**src/rtl/button_debounce_double_press_defines.svh**
```systemverilog
// Assertion macros for the button debouncer RTL
`ifndef BUTTON_DEBOUNCE_DOUBLE_PRESS_DEFINES_SVH
`define BUTTON_DEBOUNCE_DOUBLE_PRESS_DEFINES_SVH

// same-cycle implication, checked out of reset
`define BDP_ASSERT_NOW(label, clk, rst_n, ante, cons, msg) \
    label: assert property (@(posedge clk) disable iff (!rst_n) (ante) |-> (cons)) \
        else $error(msg);

// next-cycle implication, checked out of reset
`define BDP_ASSERT_NEXT(label, clk, rst_n, ante, cons, msg) \
    label: assert property (@(posedge clk) disable iff (!rst_n) (ante) |=> (cons)) \
        else $error(msg);

`endif

```
**src/rtl/bdp_pkg.sv**
```systemverilog
// Shared types and constants for the button debouncer
package bdp_pkg;

    localparam int CFG_IDX_W   = 2;
    localparam int CFG_DATA_W  = 12;
    localparam int DEB_W       = 8;
    localparam int WIN_TICKS_W = 12;

    localparam int WINDOW_COUNT_BITS = 12;

    localparam logic [CFG_IDX_W-1:0] CFG_IDX_ACTIVE_LOW     = 2'd0;
    localparam logic [CFG_IDX_W-1:0] CFG_IDX_DEBOUNCE_TICKS = 2'd1;
    localparam logic [CFG_IDX_W-1:0] CFG_IDX_WINDOW_TICKS   = 2'd2;

    localparam logic                   RST_ACTIVE_LOW     = 1'b0;
    localparam logic [DEB_W-1:0]       RST_DEBOUNCE_TICKS = 8'd5;
    localparam logic [WIN_TICKS_W-1:0] RST_WINDOW_TICKS   = 12'd370;

    typedef struct packed {
        logic                   active_low;
        logic [DEB_W-1:0]       debounce_ticks;
        logic [WIN_TICKS_W-1:0] window_ticks;
    } t_cfg;

    typedef struct packed {
        logic press;
        logic second_press;
        logic held;
    } t_res;

endpackage

```
**src/rtl/bdp_cfg.sv**
```systemverilog
// Configuration register file of the button debouncer
module bdp_cfg (
    input  logic                            i_clk,
    input  logic                            i_rst_n,
    input  logic                            i_cfg_we,
    input  logic [bdp_pkg::CFG_IDX_W-1:0]   i_cfg_idx,
    input  logic [bdp_pkg::CFG_DATA_W-1:0]  i_cfg_data,
    output bdp_pkg::t_cfg                   o_cfg
);

    bdp_pkg::t_cfg r_cfg;

    always_ff @(posedge i_clk) begin
        if (!i_rst_n) begin
            r_cfg.active_low     <= bdp_pkg::RST_ACTIVE_LOW;
            r_cfg.debounce_ticks <= bdp_pkg::RST_DEBOUNCE_TICKS;
            r_cfg.window_ticks   <= bdp_pkg::RST_WINDOW_TICKS;
        end else if (i_cfg_we) begin
            unique case (i_cfg_idx)
                bdp_pkg::CFG_IDX_ACTIVE_LOW: begin
                    r_cfg.active_low <= i_cfg_data[0];
                end
                bdp_pkg::CFG_IDX_DEBOUNCE_TICKS: begin
                    r_cfg.debounce_ticks <= i_cfg_data[bdp_pkg::DEB_W-1:0];
                end
                bdp_pkg::CFG_IDX_WINDOW_TICKS: begin
                    r_cfg.window_ticks <= i_cfg_data[bdp_pkg::WIN_TICKS_W-1:0];
                end
                default: begin
                end
            endcase
        end
    end

    assign o_cfg = r_cfg;

endmodule

```
**src/rtl/bdp_core.sv**
```systemverilog
// Debounce and second-press state with its per-tick update
module bdp_core #(
    parameter int WINDOW_COUNT_BITS = bdp_pkg::WINDOW_COUNT_BITS
) (
    input  logic            i_clk,
    input  logic            i_rst_n,
    input  logic            i_adv,
    input  logic            i_pin,
    input  bdp_pkg::t_cfg   i_cfg,
    output bdp_pkg::t_res   o_res,
    output logic            o_win_open
);

    localparam int CMP_W = (WINDOW_COUNT_BITS > bdp_pkg::WIN_TICKS_W) ?
                           WINDOW_COUNT_BITS : bdp_pkg::WIN_TICKS_W;
    localparam logic [CMP_W-1:0] WIN_MAX = CMP_W'((1 << WINDOW_COUNT_BITS) - 1);

    logic                         r_stable;
    logic [bdp_pkg::DEB_W-1:0]    r_settle;
    logic [WINDOW_COUNT_BITS-1:0] r_window;

    logic                         n_stable;
    logic [bdp_pkg::DEB_W-1:0]    n_settle;
    logic [WINDOW_COUNT_BITS-1:0] n_window;

    logic                         sample;
    logic                         press;
    logic                         second;
    logic [CMP_W-1:0]             ticks_ext;
    logic [WINDOW_COUNT_BITS-1:0] win_load;

    assign sample    = i_pin ^ i_cfg.active_low;
    assign ticks_ext = CMP_W'(i_cfg.window_ticks);
    assign win_load  = (ticks_ext > WIN_MAX) ? WINDOW_COUNT_BITS'(WIN_MAX)
                                             : WINDOW_COUNT_BITS'(ticks_ext);

    always_comb begin
        n_stable = r_stable;
        n_settle = r_settle;
        if (r_settle != '0) begin
            n_settle = r_settle - 1'b1;
            if (n_settle == '0) begin
                n_stable = sample;
            end
        end else if (sample != r_stable) begin
            if (i_cfg.debounce_ticks == '0) begin
                n_stable = sample;
            end else begin
                n_settle = i_cfg.debounce_ticks;
            end
        end
    end

    assign press  = !r_stable && n_stable;
    assign second = press && (r_window != '0);

    always_comb begin
        n_window = r_window;
        if (second) begin
            n_window = '0;
        end else if (press) begin
            n_window = win_load;
        end else if (r_window != '0) begin
            n_window = r_window - 1'b1;
        end
    end

    always_ff @(posedge i_clk) begin
        if (!i_rst_n) begin
            r_stable <= 1'b0;
            r_settle <= '0;
            r_window <= '0;
        end else if (i_adv) begin
            r_stable <= n_stable;
            r_settle <= n_settle;
            r_window <= n_window;
        end
    end

    assign o_res.press        = press;
    assign o_res.second_press = second;
    assign o_res.held         = n_stable;
    assign o_win_open         = (r_window != '0);

endmodule

```
**src/rtl/button_debounce_double_press.sv**
```systemverilog
// Top level of the button debouncer with second-press detection
//
// Input channel: one request per millisecond tick on i_in_valid/o_in_ready,
// carrying the raw pin level i_pin_level. Output channel: one result per
// request on o_out_valid/i_out_ready with o_press, o_second_press and o_held.
// Configuration: i_cfg_we writes i_cfg_data to the register at i_cfg_idx
// (0 polarity, 1 settle length, 2 second-press window); unknown indexes are
// ignored. Write only while no request is in flight.
// A request accepted into the input register updates the core state and is
// written to the result register when it advances, and is offered on the
// output from then on. Throughput: one request per cycle while the receiver
// takes results; a stalled receiver holds back new requests.
// Reset (synchronous, active low) empties both stages, releases the debounced
// state, clears the settle and window counters and loads the register defaults.
// When the receiver stalls, the result register holds; the input register
// still takes one more request, then o_in_ready drops until the result leaves.
`include "button_debounce_double_press_defines.svh"

module button_debounce_double_press #(
    parameter int WINDOW_COUNT_BITS = bdp_pkg::WINDOW_COUNT_BITS
) (
    input  logic                            i_clk,
    input  logic                            i_rst_n,
    input  logic                            i_cfg_we,
    input  logic [bdp_pkg::CFG_IDX_W-1:0]   i_cfg_idx,
    input  logic [bdp_pkg::CFG_DATA_W-1:0]  i_cfg_data,
    input  logic                            i_in_valid,
    output logic                            o_in_ready,
    input  logic                            i_pin_level,
    output logic                            o_out_valid,
    input  logic                            i_out_ready,
    output logic                            o_press,
    output logic                            o_second_press,
    output logic                            o_held
);

    bdp_pkg::t_cfg cfg;
    bdp_pkg::t_res res;
    logic          win_open;

    logic          r_in_valid;
    logic          r_in_pin;
    logic          r_out_valid;
    bdp_pkg::t_res r_out;
    logic          advance;

    assign advance    = r_in_valid && (!r_out_valid || i_out_ready);
    assign o_in_ready = !r_in_valid || advance;

    bdp_cfg u_cfg (
        .i_clk      (i_clk),
        .i_rst_n    (i_rst_n),
        .i_cfg_we   (i_cfg_we),
        .i_cfg_idx  (i_cfg_idx),
        .i_cfg_data (i_cfg_data),
        .o_cfg      (cfg)
    );

    bdp_core #(
        .WINDOW_COUNT_BITS (WINDOW_COUNT_BITS)
    ) u_core (
        .i_clk      (i_clk),
        .i_rst_n    (i_rst_n),
        .i_adv      (advance),
        .i_pin      (r_in_pin),
        .i_cfg      (cfg),
        .o_res      (res),
        .o_win_open (win_open)
    );

    always_ff @(posedge i_clk) begin
        if (!i_rst_n) begin
            r_in_valid <= 1'b0;
        end else if (o_in_ready) begin
            r_in_valid <= i_in_valid;
        end
    end

    always_ff @(posedge i_clk) begin
        if (o_in_ready && i_in_valid) begin
            r_in_pin <= i_pin_level;
        end
    end

    always_ff @(posedge i_clk) begin
        if (!i_rst_n) begin
            r_out_valid <= 1'b0;
        end else if (advance) begin
            r_out_valid <= 1'b1;
        end else if (i_out_ready) begin
            r_out_valid <= 1'b0;
        end
    end

    always_ff @(posedge i_clk) begin
        if (advance) begin
            r_out <= res;
        end
    end

    assign o_out_valid    = r_out_valid;
    assign o_press        = r_out.press;
    assign o_second_press = r_out.second_press;
    assign o_held         = r_out.held;

    `BDP_ASSERT_NOW(a_press_held, i_clk, i_rst_n, o_out_valid && o_press, o_held, "press without held state")
    `BDP_ASSERT_NOW(a_second_is_press, i_clk, i_rst_n, o_out_valid && o_second_press, o_press, "second press without press")
    `BDP_ASSERT_NEXT(a_advance_fills, i_clk, i_rst_n, advance && i_rst_n, o_out_valid, "advanced request lost")
    `BDP_ASSERT_NEXT(a_second_closes, i_clk, i_rst_n, advance && res.second_press, !win_open, "window left open after second press")

endmodule
```
**config.mk**
```make
export PLATFORM = sky130hd
export DESIGN_NAME = button_debounce_double_press
export DESIGN_NICKNAME = d
export VERILOG_FILES = /design/src/rtl/bdp_pkg.sv /design/src/rtl/bdp_cfg.sv /design/src/rtl/bdp_core.sv /design/src/rtl/button_debounce_double_press.sv
export VERILOG_INCLUDE_DIRS = /design/src /design/src/rtl
export SDC_FILE = /design/constraint.sdc
export NUM_CORES = 1
export LEC_CHECK = 0
export ABC_AREA = 1
export BUFFER_PORTS_ARGS = -buffer_cell sky130_fd_sc_hd__buf_2
export CORE_MARGIN = 2
export CORE_UTILIZATION = 30
export DETAILED_ROUTE_END_ITERATION = 8
export PLACE_DENSITY = 0.49
export SKIP_CTS_REPAIR_TIMING = 1
export SLEW_MARGIN = 30
export SYNTH_ARGS = -nofsm -noshare
export SYNTH_HDL_FRONTEND = slang
export SYNTH_SLANG_ARGS = --single-unit
```
**constraint.sdc**
```tcl
create_clock -name i_clk -period 2.1 [get_ports i_clk]
set_input_delay 0.42 -clock i_clk [delete_from_list [all_inputs] [get_ports i_clk]]
set_output_delay 0.42 -clock i_clk [all_outputs]
set_load 0.1 [all_outputs]
```
After elaboration in Yosys (flattened, before gate mapping) --
Index checks and enable logic that the tools add are counted.
Storage, ports and cells: input bits 20, bits in registers 48, output and inout port bits 5, logic and storage cells 55
Cells by class: eq/ne operators 4, order comparisons 1, reductions and logical operators 22, bitwise gates (word level) 1, muxes and demuxes 13, add/sub/neg operators 2
Operators by type and width (number):
- 12-bit two-way mux | 4
- 8-bit two-way mux | 3
- 8-bit zero test | 2
- 12-bit > comparator (second input constant) | 1
- 12-bit nonzero test | 1
- 12-bit by 1-bit subtractor with 12-bit output (second input constant) | 1
- 2-bit AND reduction | 4
- 8-bit nonzero test | 1
- 8-bit by 1-bit subtractor with 8-bit output (second input constant) | 1
- 1-bit two-way mux | 6
- 1-bit logical AND | 4
- 2-bit nonzero test | 2
- 1-bit zero test | 3
- 3-bit AND reduction | 1
- 3-bit nonzero test | 1
- 2-bit by 1-bit == test with 1-bit output (second input constant) | 1
- 2-bit == test (second input constant) | 1
- 2-bit zero test | 1
- 1-bit logical OR | 2
- 2-bit by 1-bit inequality test with 1-bit output (second input constant) | 1
- 1-bit inequality test | 1
- 1-bit bitwise XOR | 1

Logic depth before layout (Yosys ltp) --
depth in word-level cells 8, mapped depth 17

By module --
Synthesis repeated with hierarchy kept, for this count alone.
Second synthesis, totals: cell total of the unflattened synthesis 419, area, all modules 2798.9 µm²
By module, submodules not included:
- bdp_core | cells an instance 279, seq. area each 420.4 µm², instances 1, area each 1694.1 µm²
- bdp_cfg | cells an instance 123, seq. area each 420.4 µm², instances 1, area each 889.6 µm²
- button_debounce_double_press | cells an instance 17, seq. area each 160.2 µm², instances 1, area each 215.2 µm²

Worst setup path before layout --
Ideal clock, no wire load.
path type flip-flop to flip-flop, start point reg r_out_valid (netlist: o_out_valid), end point reg r_in_pin, enable pin, path slack -502 ps, cell stages (with the launch flop) 4, data required time 1852 ps, buffers on the path 0, arrival time 2354 ps, path through dfxtp_1 > nand3_1 > nand2_1 > inv_1
On the way: longest elaborated chain between the ends 5
RTL lines:
- start, declared | RTL line button_debounce_double_press.sv:43 | logic r_out_valid;
- start signal, assigned | RTL line button_debounce_double_press.sv:87 | r_out_valid <= 1'b0;
- start signal, assigned | RTL line button_debounce_double_press.sv:89 | r_out_valid <= 1'b1;
- start signal, assigned | RTL line button_debounce_double_press.sv:91 | r_out_valid <= 1'b0;
- 1-bit zero test | RTL line button_debounce_double_press.sv:47 | assign advance = r_in_valid && (!r_out_valid || i_out_ready);
- 1-bit logical OR | RTL line button_debounce_double_press.sv:47
- 1-bit logical AND | RTL line button_debounce_double_press.sv:47
- 1-bit logical OR | RTL line button_debounce_double_press.sv:48 | assign o_in_ready = !r_in_valid || advance;
- net o_in_ready | RTL line button_debounce_double_press.sv:28 | output logic o_in_ready,
- 1-bit logical AND | RTL line button_debounce_double_press.sv:80 | if (o_in_ready && i_in_valid) begin
- end signal, assigned | RTL line button_debounce_double_press.sv:81 | r_in_pin <= i_pin_level;
- end, declared | RTL line button_debounce_double_press.sv:42 | logic r_in_pin;
The timed path passes the listed nets, and every way through them passes these cells. A chain may end at the register's enable or synchronous reset.

Worst setup path after layout --
start point reg u_core.r_settle[1] (netlist name), end point reg u_core.r_window[1]
On the way: longest elaborated chain between the ends 8, elaborated cells between the ends (all ways) 11, classes of those cells add/sub (1); mux (4); reduce/logical (6)
RTL lines:
- start, declared | RTL line bdp_core.sv:19 | logic [bdp_pkg::DEB_W-1:0] r_settle;
- start signal, assigned | RTL line bdp_core.sv:75 | r_settle <= n_settle;
- 8-bit by 1-bit subtractor with 8-bit output | RTL line bdp_core.sv:41 | n_settle = r_settle - 1'b1;
- 8-bit zero test | RTL line bdp_core.sv:42 | if (n_settle == '0) begin
- 1-bit two-way mux | RTL line bdp_core.sv:42
- 1-bit two-way mux * | RTL line bdp_core.sv:40 | if (r_settle != '0) begin
- 1-bit logical AND * | RTL line bdp_core.sv:54 | assign press = !r_stable && n_stable;
- 1-bit logical AND | RTL line bdp_core.sv:55 | assign second = press && (r_window != '0);
- 3-bit nonzero test (no line)
- 2-bit AND reduction (no line)
- end signal, assigned | RTL line bdp_core.sv:76 | r_window <= n_window;
- end, declared | RTL line bdp_core.sv:20 | logic [WINDOW_COUNT_BITS-1:0] r_window;
Mark *: on every way between the ends. The rest lies on a longest branch, timed or not.

==> metrics.yaml <==
critical_path:
  cp_slowest_cell: "dfxtp_4"
  cp-endpoint: "u_core.r_window[1]"
  reg2reg_from: "u_core.r_settle[1]"
  r2r_setup_slack_ns: 0.13
  crit_top_cell: "nand2_1"
  critical_path_class: "reg2reg"
  end_kind: "flip-flop"
  crit_arrival_ns: 2.18
  ff2ff_path_depth: 13
  rr_endpoint: "u_core.r_window[1]"
  worstPathCellList: "inv_4 > ha_4 > xor2_1 > nor2_1 > nand2_1 > nor2_2 > nand3_2 > nand3_4 > nand3_4 > a21oi_4 > nand2_1 > nand2_1 > nor2_1"
  cp_slowest_stage_delay_ns: 0.39
  worst_ep_required_time_ns: 2.31
  critPathLaunch: "u_core.r_settle[1]"
  cp_max_fo: 7
  cp-start-kind: "flip-flop"
yosys:
  seq_area_frac_synth_pct: 38.9
  yosys.area.top_type: "dfxtp_1"
  synth_edf_count: 4
  ys_seq_elements: 48
  yosysWarnings: 0
  ys_types: 32
  async_flop_share_pct: 0
  syn_inst: 377
  syn_avg_cell_area_um2: 6.83
  synth.top_cell.area_share_pct: 34.2
  synth_top_flop_cell: "dfxtp_1"
  syn-cell-area_mm2: 0.00257
  synthTopCellsByArea: "dfxtp_1, nand2_1, nor2_1"
  syn-num-nets: 400
pwr:
  peakVddDrop_mv: 0.321
  power.density_mw_per_mm2: 987
  p_leak_nw: 1.46
  p_int_mw: 1.88
  p_comb_share_pct: 41.9
  netSwitchingPower_mw: 1.22
  clockPowerShare_pct: 22.8
  p_sw_share_pct: 39.3
  p_seq_share_pct: 35.3
final_layout:
  nets: 441
  area_delta_synth_final_pct: 22.0
  drive_gt1_share_pct: 20.5
  insertedDiodeCount: 0
detailed_routing:
  finalWirelength_mm: 6.37
  top_layer_used: "met4"
  route.detailed.drc: 0
  wirelength_met1_mm: 3.22
  avgRoutedWirePerCell_um: 12.2
  vias: 2446
  antenna_left: 0
  met2_length_mm: 2.84
  dr.pass1.iters: 4
  vias_per_cell: 4.67
  first_iter_violations: 80
  met3_length_um: 235
min_path:
  hold_class: "in2reg"
  hold_start: "i_pin_level"
timing:
  setup_slack_ns: 0.127
  grt_setup_unrepaired: "yes"
  fmax_mhz: 507
  finalHoldViolCount: 0
  tightestPinTransition_ns: 0.489
  period_share_pct: 93.9
  fin_crit_ns: 1.97
  skew_ns: 0.00704
  setup_violations: 0
  relSlewSlack_pct: 67.6
  worst_hold_slack_ns: 0.280
  drv_slew: 0
floorplanning:
  core_area_mm2: 0.00826
  pin_count: 25
  initial_core_util_pct: 31.2
  die_w_um: 96.6
  die_h_um: 96.6
  die-area_mm2: 0.00934
  rows: 33
global_routing:
  grt_pass1_wl_mm: 10.7
  grt_max_degree: 26
  grt_usage_pct: 13.8
  antenna_found_initial: 0
  grt_overflow_total: 0
  grt_pass1_vias: 2277
cts:
  cts_buffers: 5
  clk_pin_slew_ns: 0.10
  insertion_delay_ns: 0.31
  h-tree-depth: 2
  clockBufferDepth: 2
  cts_tree: "yes"
  cts.sinks: 48
  cts_root_buf: "clkbuf_8"
flow_run:
  maxCapViolations: 0
status:
  status: "finished, final reports clean"
place:
  port_buffers: 24
  place_hpwl_mm: 4.69
  dp_slack_ns: 0.0262
  gp_congestion: 0.930
[how the worst min path moves through the flow]
stage          slack, ns              to  depth (start not counted)
2_1_floorplan       0.43  u_cfg.o_cfg[1]                          2
3_3_place_gp        0.44  u_cfg.o_cfg[8]                          2
3_5_place_dp        0.45  u_cfg.o_cfg[8]                          2
4_1_cts             0.27        r_in_pin                          1
5_1_grt             0.25        r_in_pin                          1
6_report            0.28        r_in_pin                          1
[through the flow]
stage | total power [mW] | setup TNS, ns | instance area [um2] | util (%) | std cells
global placement | 2.29 | 0 | 2910 | 35.3 | 513
finish | 3.10 | 0 | 3140 | 38.0 | 524
detailed placement | 2.28 | 0 | 2910 | 35.3 | 513
CTS | 3.01 | -0.00312 | 3030 | 36.7 | 521
global route | 3.36 | -0.0141 | 3140 | 38.0 | 524
floorplan | 1.98 | 0 | 2590 | - | 377
[cells in the final DEF, fill, tap and decap left out, types with 2 or more instances in the layout]
cell,synthesis,final
nand2_2,3,4
nand2_1,102,100
xor2_1,11,11
nor2_1,56,54
nand3_4,2,3
inv_1,40,37
nor3_1,4,4
edfxtp_1,4,4
nand4_1,7,7
inv_2,1,2
nor4_1,3,3
clkinv_1,2,2
nor2_2,6,7
dfxtp_2,0,4
o21ai_1,3,3
clkbuf_8,0,5
nand2_4,2,2
nand3_1,14,13
a21oi_1,23,23
nand3_2,1,2
dfxtp_1,44,39
buf_2,2,24
ha_1,3,2
o21ai_2,2,2
a31oi_1,4,4
clkinv_4,0,2
o21ai_0,23,23
buf_4,0,17
[power by group through the flow]
stage | combinational [mW] | clock, mW | sequential [mW]
6_report | 1.30 | 0.707 | 1.09
3_5_place_dp | 1.18 | 0 | 1.11
4_1_cts | 1.18 | 0.734 | 1.09
3_3_place_gp | 1.18 | 0 | 1.11
5_1_grt | 1.47 | 0.779 | 1.11
2_1_floorplan | 0.831 | 0 | 1.15
[Yosys cell counts, types with 4 or more instances]
cell type and instances:
edfxtp_1 4, nand4_1 7, xor2_1 11, nand3_1 14
nor2_2 6, nand2_1 102, inv_1 40, a21oi_1 23
nor3_1 4, clkbuf_1 6, dfxtp_1 44, o21ai_0 23
nor2_1 56, a31oi_1 4
[state kept, by name, indices dropped and copies added, names as in the netlist]
signal           flops
u_core.r_settle      8
o_second_press       1
u_core.r_window     12
o_held               1
r_in_pin             1
o_out_valid          1
o_press              1
r_in_valid           1
u_cfg.o_cfg         21
u_core.r_stable      1
[final cells by class]
class / count / area (um2)
multi-input combinational: 277 / 1430
sequential: 48 / 1010
tap: 105 / 131
timing repair buffer: 43 / 288
fill: 914 / 5120
clock buffer: 5 / 68.8
clock inverter: 3 / 47.5
inverter: 43 / 168
[layer usage]
layer | global-route usage, % | vias to the layer above
met5 | 0 | -
met1 | 18.9 | 1108
met3 | 2.89 | 9
met2 | 21.9 | 38
met4 | 4.01 | 0
li1 | - | 1291
[worst max-delay path, delay by kind of cell (launching register included)]
kind / cells / cell delay (ns)
fa+ha+maj: 1 / 0.17
simple gates: 9 / 0.84
compound gates: 1 / 0.28
buf+inv: 1 / 0.04
flops: 1 / 0.39
xor+xnor: 1 / 0.16
[cell families after synthesis]
| kind of cell | Yosys count | share of synthesized area (%) |
|---|---|---|
| buffers and inverters | 53 | 8.41 |
| XOR/XNOR | 13 | 4.71 |
| adder cells (fa/ha/maj) | 3 | 1.46 |
| AO/OA/AOI/OAI | 59 | 12.5 |
| AND/OR/NAND/NOR | 201 | 34.1 |
| flip-flops | 48 | 38.9 |
(Power assumes the default switching activity.)
